**src/hw/rtl/msp_pkg.sv**
```systemverilog
package msp_pkg;

  localparam int NUM_STACKS_DEF = 4;
  localparam int POOL_SLOTS_DEF = 16;
  localparam int DATA_WIDTH_DEF = 32;

  localparam int KIND_W   = 1;
  localparam int INDEX_W  = 2;
  localparam int VALUE_W  = 32;
  localparam int STATUS_W = 2;

  localparam logic [KIND_W-1:0] KIND_PUSH = 1'b0;
  localparam logic [KIND_W-1:0] KIND_POP  = 1'b1;

  localparam logic [STATUS_W-1:0] STATUS_OK    = 2'd0;
  localparam logic [STATUS_W-1:0] STATUS_FULL  = 2'd1;
  localparam logic [STATUS_W-1:0] STATUS_EMPTY = 2'd2;

  typedef struct packed {
    logic [KIND_W-1:0]         kind;
    logic [INDEX_W-1:0]        stack_index;
    logic signed [VALUE_W-1:0] push_value;
  } op_t;

  typedef struct packed {
    logic [STATUS_W-1:0]       status;
    logic signed [VALUE_W-1:0] pop_value;
  } res_t;

endpackage

```
**src/hw/rtl/msp_if.sv**
```systemverilog
interface msp_req_if;
  import msp_pkg::*;

  logic                      valid;
  logic                      ready;
  logic [KIND_W-1:0]         kind;
  logic [INDEX_W-1:0]        stack_index;
  logic signed [VALUE_W-1:0] push_value;

  modport source (output valid, output kind, output stack_index, output push_value,
                  input ready);
  modport sink   (input valid, input kind, input stack_index, input push_value,
                  output ready);
endinterface

interface msp_rsp_if;
  import msp_pkg::*;

  logic                      valid;
  logic                      ready;
  logic [STATUS_W-1:0]       status;
  logic signed [VALUE_W-1:0] pop_value;

  modport source (output valid, output status, output pop_value, input ready);
  modport sink   (input valid, input status, input pop_value, output ready);
endinterface

```
**src/hw/rtl/msp_engine.sv**
```systemverilog
module msp_engine #(
  parameter int NUM_STACKS = msp_pkg::NUM_STACKS_DEF,
  parameter int POOL_SLOTS = msp_pkg::POOL_SLOTS_DEF,
  parameter int DATA_WIDTH = msp_pkg::DATA_WIDTH_DEF
) (
  input  logic         clk,
  input  logic         rst,
  input  logic         fire,
  input  msp_pkg::op_t op,
  output msp_pkg::res_t res
);
  import msp_pkg::*;

  localparam int SW  = $clog2(POOL_SLOTS);
  localparam int PW  = $clog2(POOL_SLOTS + 1);
  localparam int SIW = (NUM_STACKS > 1) ? $clog2(NUM_STACKS) : 1;
  localparam int CW  = (SIW > INDEX_W) ? SIW : INDEX_W;
  localparam logic [PW-1:0] NULL_PTR = PW'(POOL_SLOTS);

  logic [DATA_WIDTH-1:0] slot_data [POOL_SLOTS];
  logic [PW-1:0]         slot_link [POOL_SLOTS];
  logic [PW-1:0]         stack_top [NUM_STACKS];
  logic [PW-1:0]         free_head;
  // slots at or above fill_count were never allocated; next free is slot + 1
  logic [PW-1:0]         fill_count;

  logic [CW-1:0]                sidx_w;
  logic                         in_range;
  logic [SIW-1:0]               sidx;
  logic [PW-1:0]                cur_top;
  logic                         is_push;
  logic                         push_ok;
  logic                         pop_ok;
  logic                         fresh;
  logic [SW-1:0]                link_addr;
  logic [PW-1:0]                link_rd;
  logic [PW-1:0]                next_free;
  logic signed [DATA_WIDTH-1:0] rd_data;

  always_comb begin
    sidx_w    = CW'(op.stack_index);
    in_range  = int'(sidx_w) < NUM_STACKS;
    sidx      = sidx_w[SIW-1:0];
    cur_top   = in_range ? stack_top[sidx] : NULL_PTR;
    is_push   = op.kind == KIND_PUSH;
    push_ok   = is_push && in_range && (free_head != NULL_PTR);
    pop_ok    = !is_push && (cur_top != NULL_PTR);
    fresh     = free_head == fill_count;
    link_addr = is_push ? free_head[SW-1:0] : cur_top[SW-1:0];
    link_rd   = slot_link[link_addr];
    next_free = fresh ? free_head + PW'(1) : link_rd;
    rd_data   = slot_data[cur_top[SW-1:0]];

    if (is_push) begin
      res.status = push_ok ? STATUS_OK : STATUS_FULL;
    end else begin
      res.status = pop_ok ? STATUS_OK : STATUS_EMPTY;
    end
    res.pop_value = pop_ok ? VALUE_W'(rd_data) : '0;
  end

  always_ff @(posedge clk) begin
    if (fire && push_ok) begin
      slot_data[link_addr] <= DATA_WIDTH'($unsigned(op.push_value));
      slot_link[link_addr] <= cur_top;
    end else if (fire && pop_ok) begin
      slot_link[link_addr] <= free_head;
    end
  end

  always_ff @(posedge clk) begin
    if (rst) begin
      free_head  <= '0;
      fill_count <= '0;
      for (int i = 0; i < NUM_STACKS; i++) begin
        stack_top[i] <= NULL_PTR;
      end
    end else if (fire && push_ok) begin
      free_head       <= next_free;
      stack_top[sidx] <= free_head;
      if (fresh) begin
        fill_count <= fill_count + PW'(1);
      end
    end else if (fire && pop_ok) begin
      free_head       <= cur_top;
      stack_top[sidx] <= link_rd;
    end
  end

`ifndef SYNTHESIS
  a_fill_bound: assert property (@(posedge clk) disable iff (rst)
    fill_count <= NULL_PTR)
    else $error("fill count beyond pool size");

  a_head_bound: assert property (@(posedge clk) disable iff (rst)
    free_head <= fill_count)
    else $error("free head points past allocated region");

  a_push_top: assert property (@(posedge clk) disable iff (rst)
    fire && push_ok |=> stack_top[$past(sidx)] == $past(free_head))
    else $error("push did not install free head as stack top");

  a_pop_free: assert property (@(posedge clk) disable iff (rst)
    fire && pop_ok |=> free_head == $past(cur_top))
    else $error("pop did not return slot to free list");

  a_full_only_empty_pool: assert property (@(posedge clk) disable iff (rst)
    fire && is_push && in_range && !push_ok |-> fill_count == NULL_PTR)
    else $error("pool full reported with unallocated slots left");
`endif

endmodule

```
**src/hw/rtl/multi_stack_shared_pool.sv**
```systemverilog
// Pipeline: an accepted transaction is held in the s1 register, and its result is
//   registered into the output register once the output can take it (rsp.ready).
// Throughput: one transaction per cycle while rsp.ready does not stall the output;
//   every operation touches a fixed few register entries in a single pass between the input and result registers.
// Reset (rst, synchronous): pipeline emptied, all stacks empty, free list restarted
//   at slot 0; slot contents are undefined until pushed.
module multi_stack_shared_pool #(
  parameter int NUM_STACKS = msp_pkg::NUM_STACKS_DEF,
  parameter int POOL_SLOTS = msp_pkg::POOL_SLOTS_DEF,
  parameter int DATA_WIDTH = msp_pkg::DATA_WIDTH_DEF
) (
  input logic      clk,
  input logic      rst,
  msp_req_if.sink   req,
  msp_rsp_if.source rsp
);
  import msp_pkg::*;

  logic s1_valid;
  op_t  s1_op;
  logic out_valid;
  res_t out_res;
  res_t res;
  logic out_take;
  logic fire;
  logic req_take;

  assign out_take  = !out_valid || rsp.ready;
  assign fire      = s1_valid && out_take;
  assign req.ready = !s1_valid || fire;
  assign req_take  = req.valid && req.ready;

  msp_engine #(
    .NUM_STACKS(NUM_STACKS),
    .POOL_SLOTS(POOL_SLOTS),
    .DATA_WIDTH(DATA_WIDTH)
  ) u_engine (
    .clk (clk),
    .rst (rst),
    .fire(fire),
    .op  (s1_op),
    .res (res)
  );

  always_ff @(posedge clk) begin
    if (rst) begin
      s1_valid  <= 1'b0;
      out_valid <= 1'b0;
    end else begin
      if (req_take) begin
        s1_valid <= 1'b1;
      end else if (fire) begin
        s1_valid <= 1'b0;
      end
      if (out_take) begin
        out_valid <= s1_valid;
      end
    end
  end

  always_ff @(posedge clk) begin
    if (req_take) begin
      s1_op.kind        <= req.kind;
      s1_op.stack_index <= req.stack_index;
      s1_op.push_value  <= req.push_value;
    end
    if (fire) begin
      out_res <= res;
    end
  end

  assign rsp.valid     = out_valid;
  assign rsp.status    = out_res.status;
  assign rsp.pop_value = out_res.pop_value;

endmodule
```
**src/flat_wrapper.sv**
```systemverilog
// flat-port wrapper written by rule: the top's interface ports become plain ports
module multi_stack_shared_pool_flat import msp_pkg::*;
#(
  parameter int NUM_STACKS = msp_pkg::NUM_STACKS_DEF,
  parameter int POOL_SLOTS = msp_pkg::POOL_SLOTS_DEF,
  parameter int DATA_WIDTH = msp_pkg::DATA_WIDTH_DEF
)
  (clk, rst, req_valid, req_kind, req_stack_index, req_push_value, req_ready, rsp_valid, rsp_status, rsp_pop_value, rsp_ready);
  msp_req_if req_i ();
  msp_rsp_if rsp_i ();
  input logic clk;
  input logic rst;
  input wire logic [$bits(req_i.valid)-1:0] req_valid;
  input wire logic [$bits(req_i.kind)-1:0] req_kind;
  input wire logic [$bits(req_i.stack_index)-1:0] req_stack_index;
  input wire logic [$bits(req_i.push_value)-1:0] req_push_value;
  output wire logic [$bits(req_i.ready)-1:0] req_ready;
  output wire logic [$bits(rsp_i.valid)-1:0] rsp_valid;
  output wire logic [$bits(rsp_i.status)-1:0] rsp_status;
  output wire logic [$bits(rsp_i.pop_value)-1:0] rsp_pop_value;
  input wire logic [$bits(rsp_i.ready)-1:0] rsp_ready;
  assign req_i.valid = req_valid;
  assign req_i.kind = req_kind;
  assign req_i.stack_index = req_stack_index;
  assign req_i.push_value = req_push_value;
  assign req_ready = req_i.ready;
  assign rsp_valid = rsp_i.valid;
  assign rsp_status = rsp_i.status;
  assign rsp_pop_value = rsp_i.pop_value;
  assign rsp_i.ready = rsp_ready;
  multi_stack_shared_pool #(.NUM_STACKS(NUM_STACKS), .POOL_SLOTS(POOL_SLOTS), .DATA_WIDTH(DATA_WIDTH)) u_core (.clk(clk), .rst(rst), .req(req_i), .rsp(rsp_i));
endmodule
```
**config.mk**
```make
export PLATFORM = sky130hd
export DESIGN_NAME = multi_stack_shared_pool_flat
export DESIGN_NICKNAME = d
export VERILOG_FILES = /design/src/hw/rtl/msp_pkg.sv /design/src/hw/rtl/msp_if.sv /design/src/hw/rtl/msp_engine.sv /design/src/hw/rtl/multi_stack_shared_pool.sv /design/src/flat_wrapper.sv
export SDC_FILE = /design/constraint.sdc
export NUM_CORES = 1
export LEC_CHECK = 0
export ABC_AREA = 0
export BUFFER_PORTS_ARGS = -buffer_cell sky130_fd_sc_hd__buf_2
export CAP_MARGIN = 30
export CORE_UTILIZATION = 30
export DETAILED_ROUTE_END_ITERATION = 10
export GPL_TIMING_DRIVEN = 0
export SKIP_LAST_GASP = 1
export SYNTH_ARGS = -nofsm -noshare
export SYNTH_HDL_FRONTEND = slang
export SYNTH_HIERARCHICAL = 1
export SYNTH_SLANG_ARGS = --single-unit
```
**constraint.sdc**
```tcl
create_clock -name clk -period 12.5 [get_ports clk]
set_clock_uncertainty 0.05 [all_clocks]
set_input_delay 2.5 -clock clk [delete_from_list [all_inputs] [get_ports clk]]
set_output_delay 2.5 -clock clk [all_outputs]
set_load 0.03 [all_outputs]
```
# Yosys cells after proc, flatten, opt, wreduce, memory -nomap -nowiden
# Memory sizes are Yosys's and may differ from the RTL's. A register that Yosys moved wholly into a read port is not among the register bits.
# Cells that the tools add are included.
# totals
output_inout_bits	36
mem_count	3
ram_bits	612
register_bits	49
input_bits	39
# classes
n_bitwise	3
eq_ne	3
n_reduce_logical	15
addsub	2
muxes	26
# mem_list
name	depth	width	read_ports	rd_clocked_by_memory_dff	wr	line	text
u_core.u_engine.slot_data	16	32	1	1	1	msp_engine.sv:20	logic [DATA_WIDTH-1:0] slot_data [POOL_SLOTS];
u_core.u_engine.slot_link	16	5	1	0	1	msp_engine.sv:21	logic [PW-1:0] slot_link [POOL_SLOTS];
u_core.u_engine.stack_top	4	5	1	1	4	msp_engine.sv:22	logic [PW-1:0] stack_top [NUM_STACKS];
# ops
operator	count
5-bit 2-to-1 mux	6
1-bit 2-to-1 mux	15
5-bit by 1-bit adder with 5-bit output (second input constant)	2
5-bit != test (second input constant)	2
2-bit 2-to-1 mux	4
1-bit logical AND	6
5-bit == test	1
5-bit OR reduction	1
4-bit 2-to-1 mux	1
2-bit nonzero test	2
1-bit zero test	3
1-bit logical OR	2
1-bit OR	2
2-bit AND reduction	1
1-bit inverter	1

# Logic depth before layout (Yosys ltp)
# Gate-level depths: netlist (run 1).
# logic_depth
word_depth	11
ltp_mapped	12
mapped_depth_nobuf	8

# Hierarchy
# The synthesis (run 1) kept the hierarchy.
# by_module_without_submodules
mod	area_per_inst_um2	seq_area_each_um2	instances	cells_each
msp_engine	24456.0	18577.8	1	1152
multi_stack_shared_pool	2175.8	2112.0	1	79

# Least setup slack after synthesis (run 1)
# OpenSTA, ideal clock, no wires.
# synth_path
kind	input -> register
startpoint	input rsp_ready
endpoint	memory u_core/u_engine/slot_data[10][0] (netlist bit), enable pin
path_slack_ns	6.480
cell_stages	7
path_buffers	1
t_arrival_ns	5.549
path_cell_list	nand2b_1 -> and2_2 -> inv_1 -> nor3b_1 -> clkbuf_1 -> nand3_1 -> nor2_1
# synth_via
elab_chain_cells	5
# synth_lines
element	line	text
from (decl)	flat_wrapper.sv:21	input wire logic [$bits(rsp_i.ready)-1:0] rsp_ready;
1-bit logical OR	multi_stack_shared_pool.sv:28	assign out_take = !out_valid || rsp.ready;
1-bit logical AND	multi_stack_shared_pool.sv:29	assign fire = s1_valid && out_take;
named net u_core.fire	multi_stack_shared_pool.sv:25	logic fire;
1-bit logical AND	msp_engine.sv:63	if (fire && push_ok) begin
1-bit 2-to-1 mux	msp_engine.sv:63	
1-bit 2-to-1 mux (implied by the code)	msp_engine.sv:64	slot_data[link_addr] <= DATA_WIDTH'($unsigned(op.push_value));
to (decl)	msp_engine.sv:20	
# The timed path passes the listed nets, and every way through them passes these cells.

# Worst setup path after layout (run 1)
# layout_path
startpoint	input rsp_ready
endpoint	memory u_core/u_engine/slot_data[10][6] (netlist bit), enable pin
# The elaborated chain is that of the path after synthesis.

==> results of run 1 <==
-- layout make-up --
| type | count | area (um2) | area share, % |
|---|---|---|---|
| diodes | 1 | 2.50 | 0.00798 |
| plain buffers | 65 | 312 | 0.994 |
| clock buffers | 81 | 1860 | 5.92 |
| clock inverters | 45 | 468 | 1.49 |
| inverters | 10 | 37.5 | 0.120 |
| multi-input cells | 463 | 5710 | 18.2 |
| flip-flops and latches | 693 | 20700 | 66.0 |
| well taps | 1155 | 1450 | 4.61 |
| repair buffers | 102 | 831 | 2.65 |
-- layer usage --
layer	up-vias	wire length [um]
met5	-	106
met4	2	1460
met3	99	3940
met2	456	30400
met1	6866	26200
li1	5472	-
-- cell families (layout without fill, tap and decap cells) --
logic type / Yosys count / in the layout
DFF: 693 / 693
and+or+nand+nor: 184 / 184
muxes: 181 / 181
AOI/OAI and AO/OA: 83 / 83
buffers and inverters: 75 / 303
xor gates and xnor gates: 12 / 12
adders and majority gates: 3 / 3
other: 0 / 1
-- path summary, 6_finish.rpt --
path,from,end,cells after the start
max reg2reg,u_core/s1_op[33]$_DFFE_PP_,u_core/rsp.pop_value[14]$_DFFE_PP_,8
min reg2reg,u_core/s1_valid$_SDFFE_PP0P_,u_core/rsp.valid$_SDFFE_PP0P_,2
min,u_core/s1_valid$_SDFFE_PP0P_,u_core/rsp.valid$_SDFFE_PP0P_,2
max,rsp_ready,u_core/u_engine/slot_data[10][6]$_DFFE_PP_,10
-- worst min-delay path, stage by stage, from the launching register on --
cell     delay (ps)
dfxtp_1         340
inv_1            60
a21oi_1          50
-- state kept, by name, indices dropped and copies added, names as in the netlist --
signal                      count
u_core/rsp.valid                1
u_core/u_engine/stack_top      20
u_core/s1_op                   35
u_core/u_engine/fill_count      5
u_core/s1_valid                 1
u_core/rsp.status               2
u_core/rsp.pop_value           32
u_core/u_engine/slot_data     512
u_core/u_engine/slot_link      80
u_core/u_engine/free_head       5
-- layout by cell type, fill, tap and decap left out, types with 6 or more instances in the layout --
master	n
edfxtp_1	681
mux4_2	166
buf_2	98
clkbuf_16	73
nor2_1	54
clkbuf_1	40
nor2b_1	32
nand2_1	26
clkinv_1	20
buf_12	17
nor2_4	16
nand2b_1	14
a22oi_1	13
a21oi_1	12
dfxtp_1	12
nor3_1	10
bufinv_16	9
mux2i_1	9
clkinv_2	8
inv_1	8
a211oi_1	8
nand3_1	7
a311oi_1	7
mux2_2	6
buf_4	6
xnor2_1	6
xor2_1	6
-- power by group --
group / switching [mW] / total (mW) / internal [mW] / leakage [nW]
logic: 0.219 / 0.381 / 0.162 / 2.43
registers: 0.0293 / 2.62 / 2.59 / 6.29
clock network: 0.870 / 2.13 / 1.26 / 1.13
total: 1.12 / 5.13 / 4.01 / 9.85
==> out/qor.csv, run 1 <==
stage,metric,value,unit
floorplanning,core,0.0873,mm2
cells_and_area,fill_cells,8054,
sta,slew_headroom,35.2,%
cells_and_area,stdcell_area,0.0314,mm2
route,drtIter0Drc,1233,
place,dp_hpwl,39.3,mm
pwr,power,5.13,mW
hold_path,hp-class,reg2reg,
grt,use_met3,3.15,%
synth,avgSynthCellArea,21.6,um2
sta,max_freq,174,MHz
synth,synth_compound_area_share,2.37,%
sta,fin_ws,6740,ps
clock_tree,cts_tree,yes,
outcome,outcome,completed,
critical_path,path_class,in2reg,
floorplanning,fp.dieW,300,um
synth,synthTopCellsByArea,"edfxtp_1, mux4_2, nor2_1",
pwr,powerDensity,164,mW/mm2
critical_path,crit_path_frequent_cell,buf_12,
cells_and_area,nets,1450,
synth,synth_top_cell_by_area,edfxtp_1,
route,via_per_inst,4.93,
synth,yosysUniqueCellTypes,59,
synth,synth-adder-area-share,0.141,%
sta,hold_viol,0,
route,drt_first_pass_iters,5,
synth,synth_edf_count,681,
place,finalWeightedCongestion,0.809,
grt,grt_max_degree,36,
sta,final-setup-viol-count,0,
clock_tree,cts_buffers,73,
cells_and_area,layoutNonFillerInstCount,2615,
clock_tree,post_cts_buffers,0,
pwr,leakage,9.85,nW
route,drtAntennaViolNets,0,
sta,period_minus_slack,5760,ps
clock_tree,clk-insertion-delay-late,610,ps
synth,ys_ff_latch,693,
synth,synth_nets,1273,
route,route.detailed.drc,0,
clock_tree,cts-resized-gates,0,
clock_tree,hold_buffers,0,
synth,ys_async_sr_fraction,0,%
route,drt-wirelength-per-cell,23.7,um
critical_path,cpLargestDelayFamily,simple AND/OR/NAND/NOR gates,
critical_path,cp_slowest_cell,nor2_4,
synth,synth_top_family_by_area,multiplexers,
grt,busiest_layer,met2,
sta,finalCritPeriodShare,46.1,%
sta,final_max_slew_viol_count,0,
critical_path,cp_cell_sequence,buf_2 -> nand2b_1 -> and2_2 -> buf_12 -> inv_1 -> nor3b_1 -> clkbuf_1 -> nand3_1 -> nor2_4 -> buf_12,
synth,synth_top_flop_cell,edfxtp_1,
synth,synthMuxAreaShare,14.6,%
synth,syn-cell-area,0.0266,mm2
sta,finalSetupTns,0,ps
critical_path,worst_setup_path_end_kind,register,
place,dp_cells,2486,
critical_path,crit_fanout,19,
synth,yosysSeqAreaShare,77.7,%
clock_tree,cts_root_buffer,clkbuf_16,
flow_run,maxCapViolations,0,
floorplanning,dieArea,0.0900,mm2
floorplanning,boundaryPins,75,
synth,synth-xor-area-share,0.395,%
synth,synth_top_area_share,76.8,%
floorplanning,initial_core_util,30.5,%
grt,grt_pass1_wl,90.4,mm
sta,tightest_slew,971,ps
cells_and_area,fin_util,35.9,%
synth,synth_most_common_cell,edfxtp_1,
grt,antenna_found_initial,1,
cells_and_area,area_growth,17.7,%
synth,postSynthCellCount,1231,
grt,met2_usage,23.0,%
clock_tree,clock_path_buffers,3,
place,io_buffer_count,74,
sta,hold_ws,448,ps
critical_path,max_stage_delay,780,ps
pwr,irDropWorstVdd,0.0000999,V
critical_path,startpoint_type,input port,
grt,grt.overflow.total,0,
clock_tree,cts_max_level,3,
cells_and_area,drive_above_1_share,29.7,%
route,num_vias,12900,
critical_path,cp.required,12750,ps
synth,synth_simple_gate_area_share,3.47,%
route,wl,62.1,mm
synth,yosys-top-cells-count,"edfxtp_1, mux4_2, nor2_1",
place,dpl-instance-area,0.0290,mm2
sta,rsz0062_at_grt,false,
grt,grt_usage,13.9,%
clock_tree,clock-sinks,693,
clock_tree,clkTransAtPathRegs,60,ps
floorplanning,die_height,300,um
critical_path,r2r_slack,8090,ps
critical_path,path_buf_inv,5,
floorplanning,rows,108,
synth,synth_warnings,6,
grt,grt_pass1_vias,13300,
grt,met1_usage,18.2,%
place,place_ws,6110,ps
critical_path,arrival,6010,ps
No activity file was read; power rests on OpenSTA's default activity.
==> run 2, diff against run 1 <==
ABC_AREA = 1   (was 0)
clock period = 4.8 ns   (was 12.5 ns; I/O delays follow)
==> out/qor.csv, run 2 <==
stage,metric,value,unit
flow_run,maxCapViolations,0,
synth,postSynthCellCount,2289,
route,drt_first_pass_iters,5,
place,dpl-instance-area,0.0303,mm2
cells_and_area,reg_top3,"u_core/u_engine/slot_data x512, u_core/u_engine/slot_link x80, u_core/s1_op x35",
place,dp_hpwl,50.8,mm
pwr,powerDensity,426,mW/mm2
synth,synth_most_common_cell,nand2_1,
cells_and_area,fill_cells,8676,
clock_tree,hold_buffers,0,
cells_and_area,drive_above_1_share,12.1,%
hold_path,hp-class,reg2reg,
sta,finalCritPeriodShare,75.4,%
clock_tree,post_cts_buffers,0,
sta,final_max_slew_viol_count,0,
critical_path,r2r_slack,1180,ps
route,drt-wirelength-per-cell,20.5,um
clock_tree,clk-insertion-delay-late,620,ps
cells_and_area,layout_commonest_cell,nand2_1,
cells_and_area,area_growth,18.2,%
synth,ys_async_sr_fraction,0,%
critical_path,arrival,3880,ps
grt,grt_pass1_vias,17500,
floorplanning,fp.dieW,306,um
floorplanning,initial_core_util,30.5,%
sta,tightest_slew,936,ps
route,via_per_inst,4.90,
place,finalWeightedCongestion,0.885,
grt,grt_pass1_wl,112,mm
synth,synth_edf_count,681,
critical_path,crit_fanout,18,
cells_and_area,regMostFlops,u_core/u_engine/slot_data,
synth,synth_top_flop_cell,edfxtp_1,
synth,ys_ff_latch,693,
pwr,power,13.9,mW
route,num_vias,18100,
critical_path,reg2reg_depth,9,
sta,final-setup-viol-count,0,
sta,max_freq,276,MHz
pwr,irDropWorstVdd,0.000240,V
hold_path,whs_path_depth,2,
critical_path,worst_setup_path_end_kind,register,
sta,period_minus_slack,3620,ps
pwr,leakage,11.7,nW
route,route.detailed.drc,0,
synth,synth_top_cell_by_area,edfxtp_1,
synth,avgSynthCellArea,12.1,um2
sta,fin_ws,1180,ps
hold_path,whs_endpoint,u_core/u_engine/fill_count[4]$_SDFFE_PP0P_,
critical_path,r2r_end,u_core/u_engine/slot_data[4][9]$_DFFE_PP_,
sta,rsz0062_at_grt,false,
synth,synth_warnings,6,
outcome,outcome,completed,
hold_path,hp-start,u_core/u_engine/fill_count[4]$_SDFFE_PP0P_,
cells_and_area,stdcell_area,0.0327,mm2
clock_tree,cts_buffers,72,
critical_path,path_class,reg2reg,
floorplanning,boundaryPins,75,
synth,yosysUniqueCellTypes,36,
route,drtAntennaViolNets,0,
route,drtIter0Drc,1611,
cells_and_area,largest_register_ffs,512,
synth,yosys-top-cells-count,"nand2_1, edfxtp_1, nand3_1",
synth,yosysSeqAreaShare,74.8,%
floorplanning,rows,110,
clock_tree,cts_tree,yes,
cells_and_area,diodes,0,
clock_tree,clock_path_buffers,3,
sta,hold_ws,428,ps
route,wl,75.7,mm
sta,hold_viol,0,
cells_and_area,nets,2509,
floorplanning,die_height,306,um
sta,slew_headroom,37.6,%
grt,antenna_found_initial,1,
grt,grt.overflow.total,0,
clock_tree,clkTransAtPathRegs,60,ps
critical_path,worstReg2RegStart,u_core/u_engine/free_head[0]$_SDFFE_PP0P_,
grt,grt_max_degree,26,
synth,synthTopCellsByArea,"edfxtp_1, nand2_1, nand3_1",
cells_and_area,final_cell_mix,"nand2_1, edfxtp_1, nand3_1",
clock_tree,cts_max_level,3,
sta,finalSetupTns,0,ps
critical_path,cp.required,5060,ps
synth,synth_top_area_share,74.0,%
grt,grt_usage,16.0,%
place,io_buffer_count,74,
clock_tree,clock-sinks,693,
clock_tree,cts-resized-gates,0,
clock_tree,cts_root_buffer,clkbuf_16,
floorplanning,core,0.0907,mm2
synth,syn-cell-area,0.0276,mm2
critical_path,startpoint_type,register,
floorplanning,dieArea,0.0934,mm2
place,place_ws,694,ps
synth,synth_nets,2331,
==> run 2: changes by cell type after synthesis, moves of 19 or more <==
cell / change
nand2_1: +828
nand3_1: +231
mux4_2: -166
a31oi_1: +88
nor3_1: +61
nor2b_1: -32
clkbuf_1: +28
inv_1: +28
o21ai_0: +26
buf_2: +19
==> run 2: kinds of logic after synthesis <==
group / share of synthesized area (%)
muxes: 0.0362
xor gates and xnor gates: 0.222
DFF: 74.8
adders and majority gates: 0.136
buffers and inverters: 2.61
and+or+nand+nor: 18.8
AOI/OAI and AO/OA: 3.38
==> run 2: per-layer routing <==
layer | routed length, um | GRT usage (%)
met1 | 32100 | 21.5
met2 | 34800 | 25.5
met3 | 6240 | 3.58
met4 | 2550 | 5.66
met5 | 0 | 0
==> run 2: report_power, final <==
part	internal, mW	switching, mW	leakage, nW	total, mW
sequential	6.77	0.0927	6.29	6.87
combinational	0.353	1.01	4.20	1.36
clock	3.36	2.33	1.18	5.69
total	10.5	3.43	11.7	13.9
==> run 2: layout make-up <==
cell class,count,area [um2],share of cell area [%]
flip-flops and latches,693,20700,63.3
multi-input cells,1425,6380,19.5
clock buffers,86,1930,5.89
well taps,1176,1470,4.50
repair buffers,104,1020,3.12
plain buffers,125,549,1.68
clock inverters,44,478,1.46
inverters,46,173,0.528
==> run 2: stage by stage <==
| stage | utilization [%] | cells |
|---|---|---|
| 2_1_floorplan | - | 2289 |
| 3_3_place_gp | 32.5 | 3539 |
| 3_5_place_dp | 33.4 | 3569 |
| 4_1_cts | 36.0 | 3699 |
| 5_1_grt | 36.0 | 3699 |
| 6_report | 36.0 | 3699 |
==> run 2: how the worst max path moves through the flow <==
stage	cells after the start	slack (ps)	startpoint	to
final	9	1180	u_core/u_engine/free_head[0]$_SDFFE_PP0P_	u_core/u_engine/slot_data[4][9]$_DFFE_PP_
after global routing	10	900	u_core/s1_op[33]$_DFFE_PP_	u_core/rsp.pop_value[31]$_DFFE_PP_
after global placement	7	-3480	rsp_ready	u_core/u_engine/slot_data[7][15]$_DFFE_PP_
after CTS	9	1200	u_core/u_engine/free_head[0]$_SDFFE_PP0P_	u_core/u_engine/slot_data[4][9]$_DFFE_PP_
after detailed placement	10	690	rsp_ready	u_core/u_engine/slot_data[4][9]$_DFFE_PP_
after floorplan	6	20	rsp_ready	u_core/u_engine/slot_data[10][0]$_DFFE_PP_
==> run 2: critical path, stage by stage, from the launching register on <==
cell and delay [ps]:
dfxtp_1 490, inv_1 190, ha_1 240, nand4_1 170, nand3_1 160, clkbuf_1 420
clkbuf_1 390, buf_8 250, nor2_4 650, buf_12 270
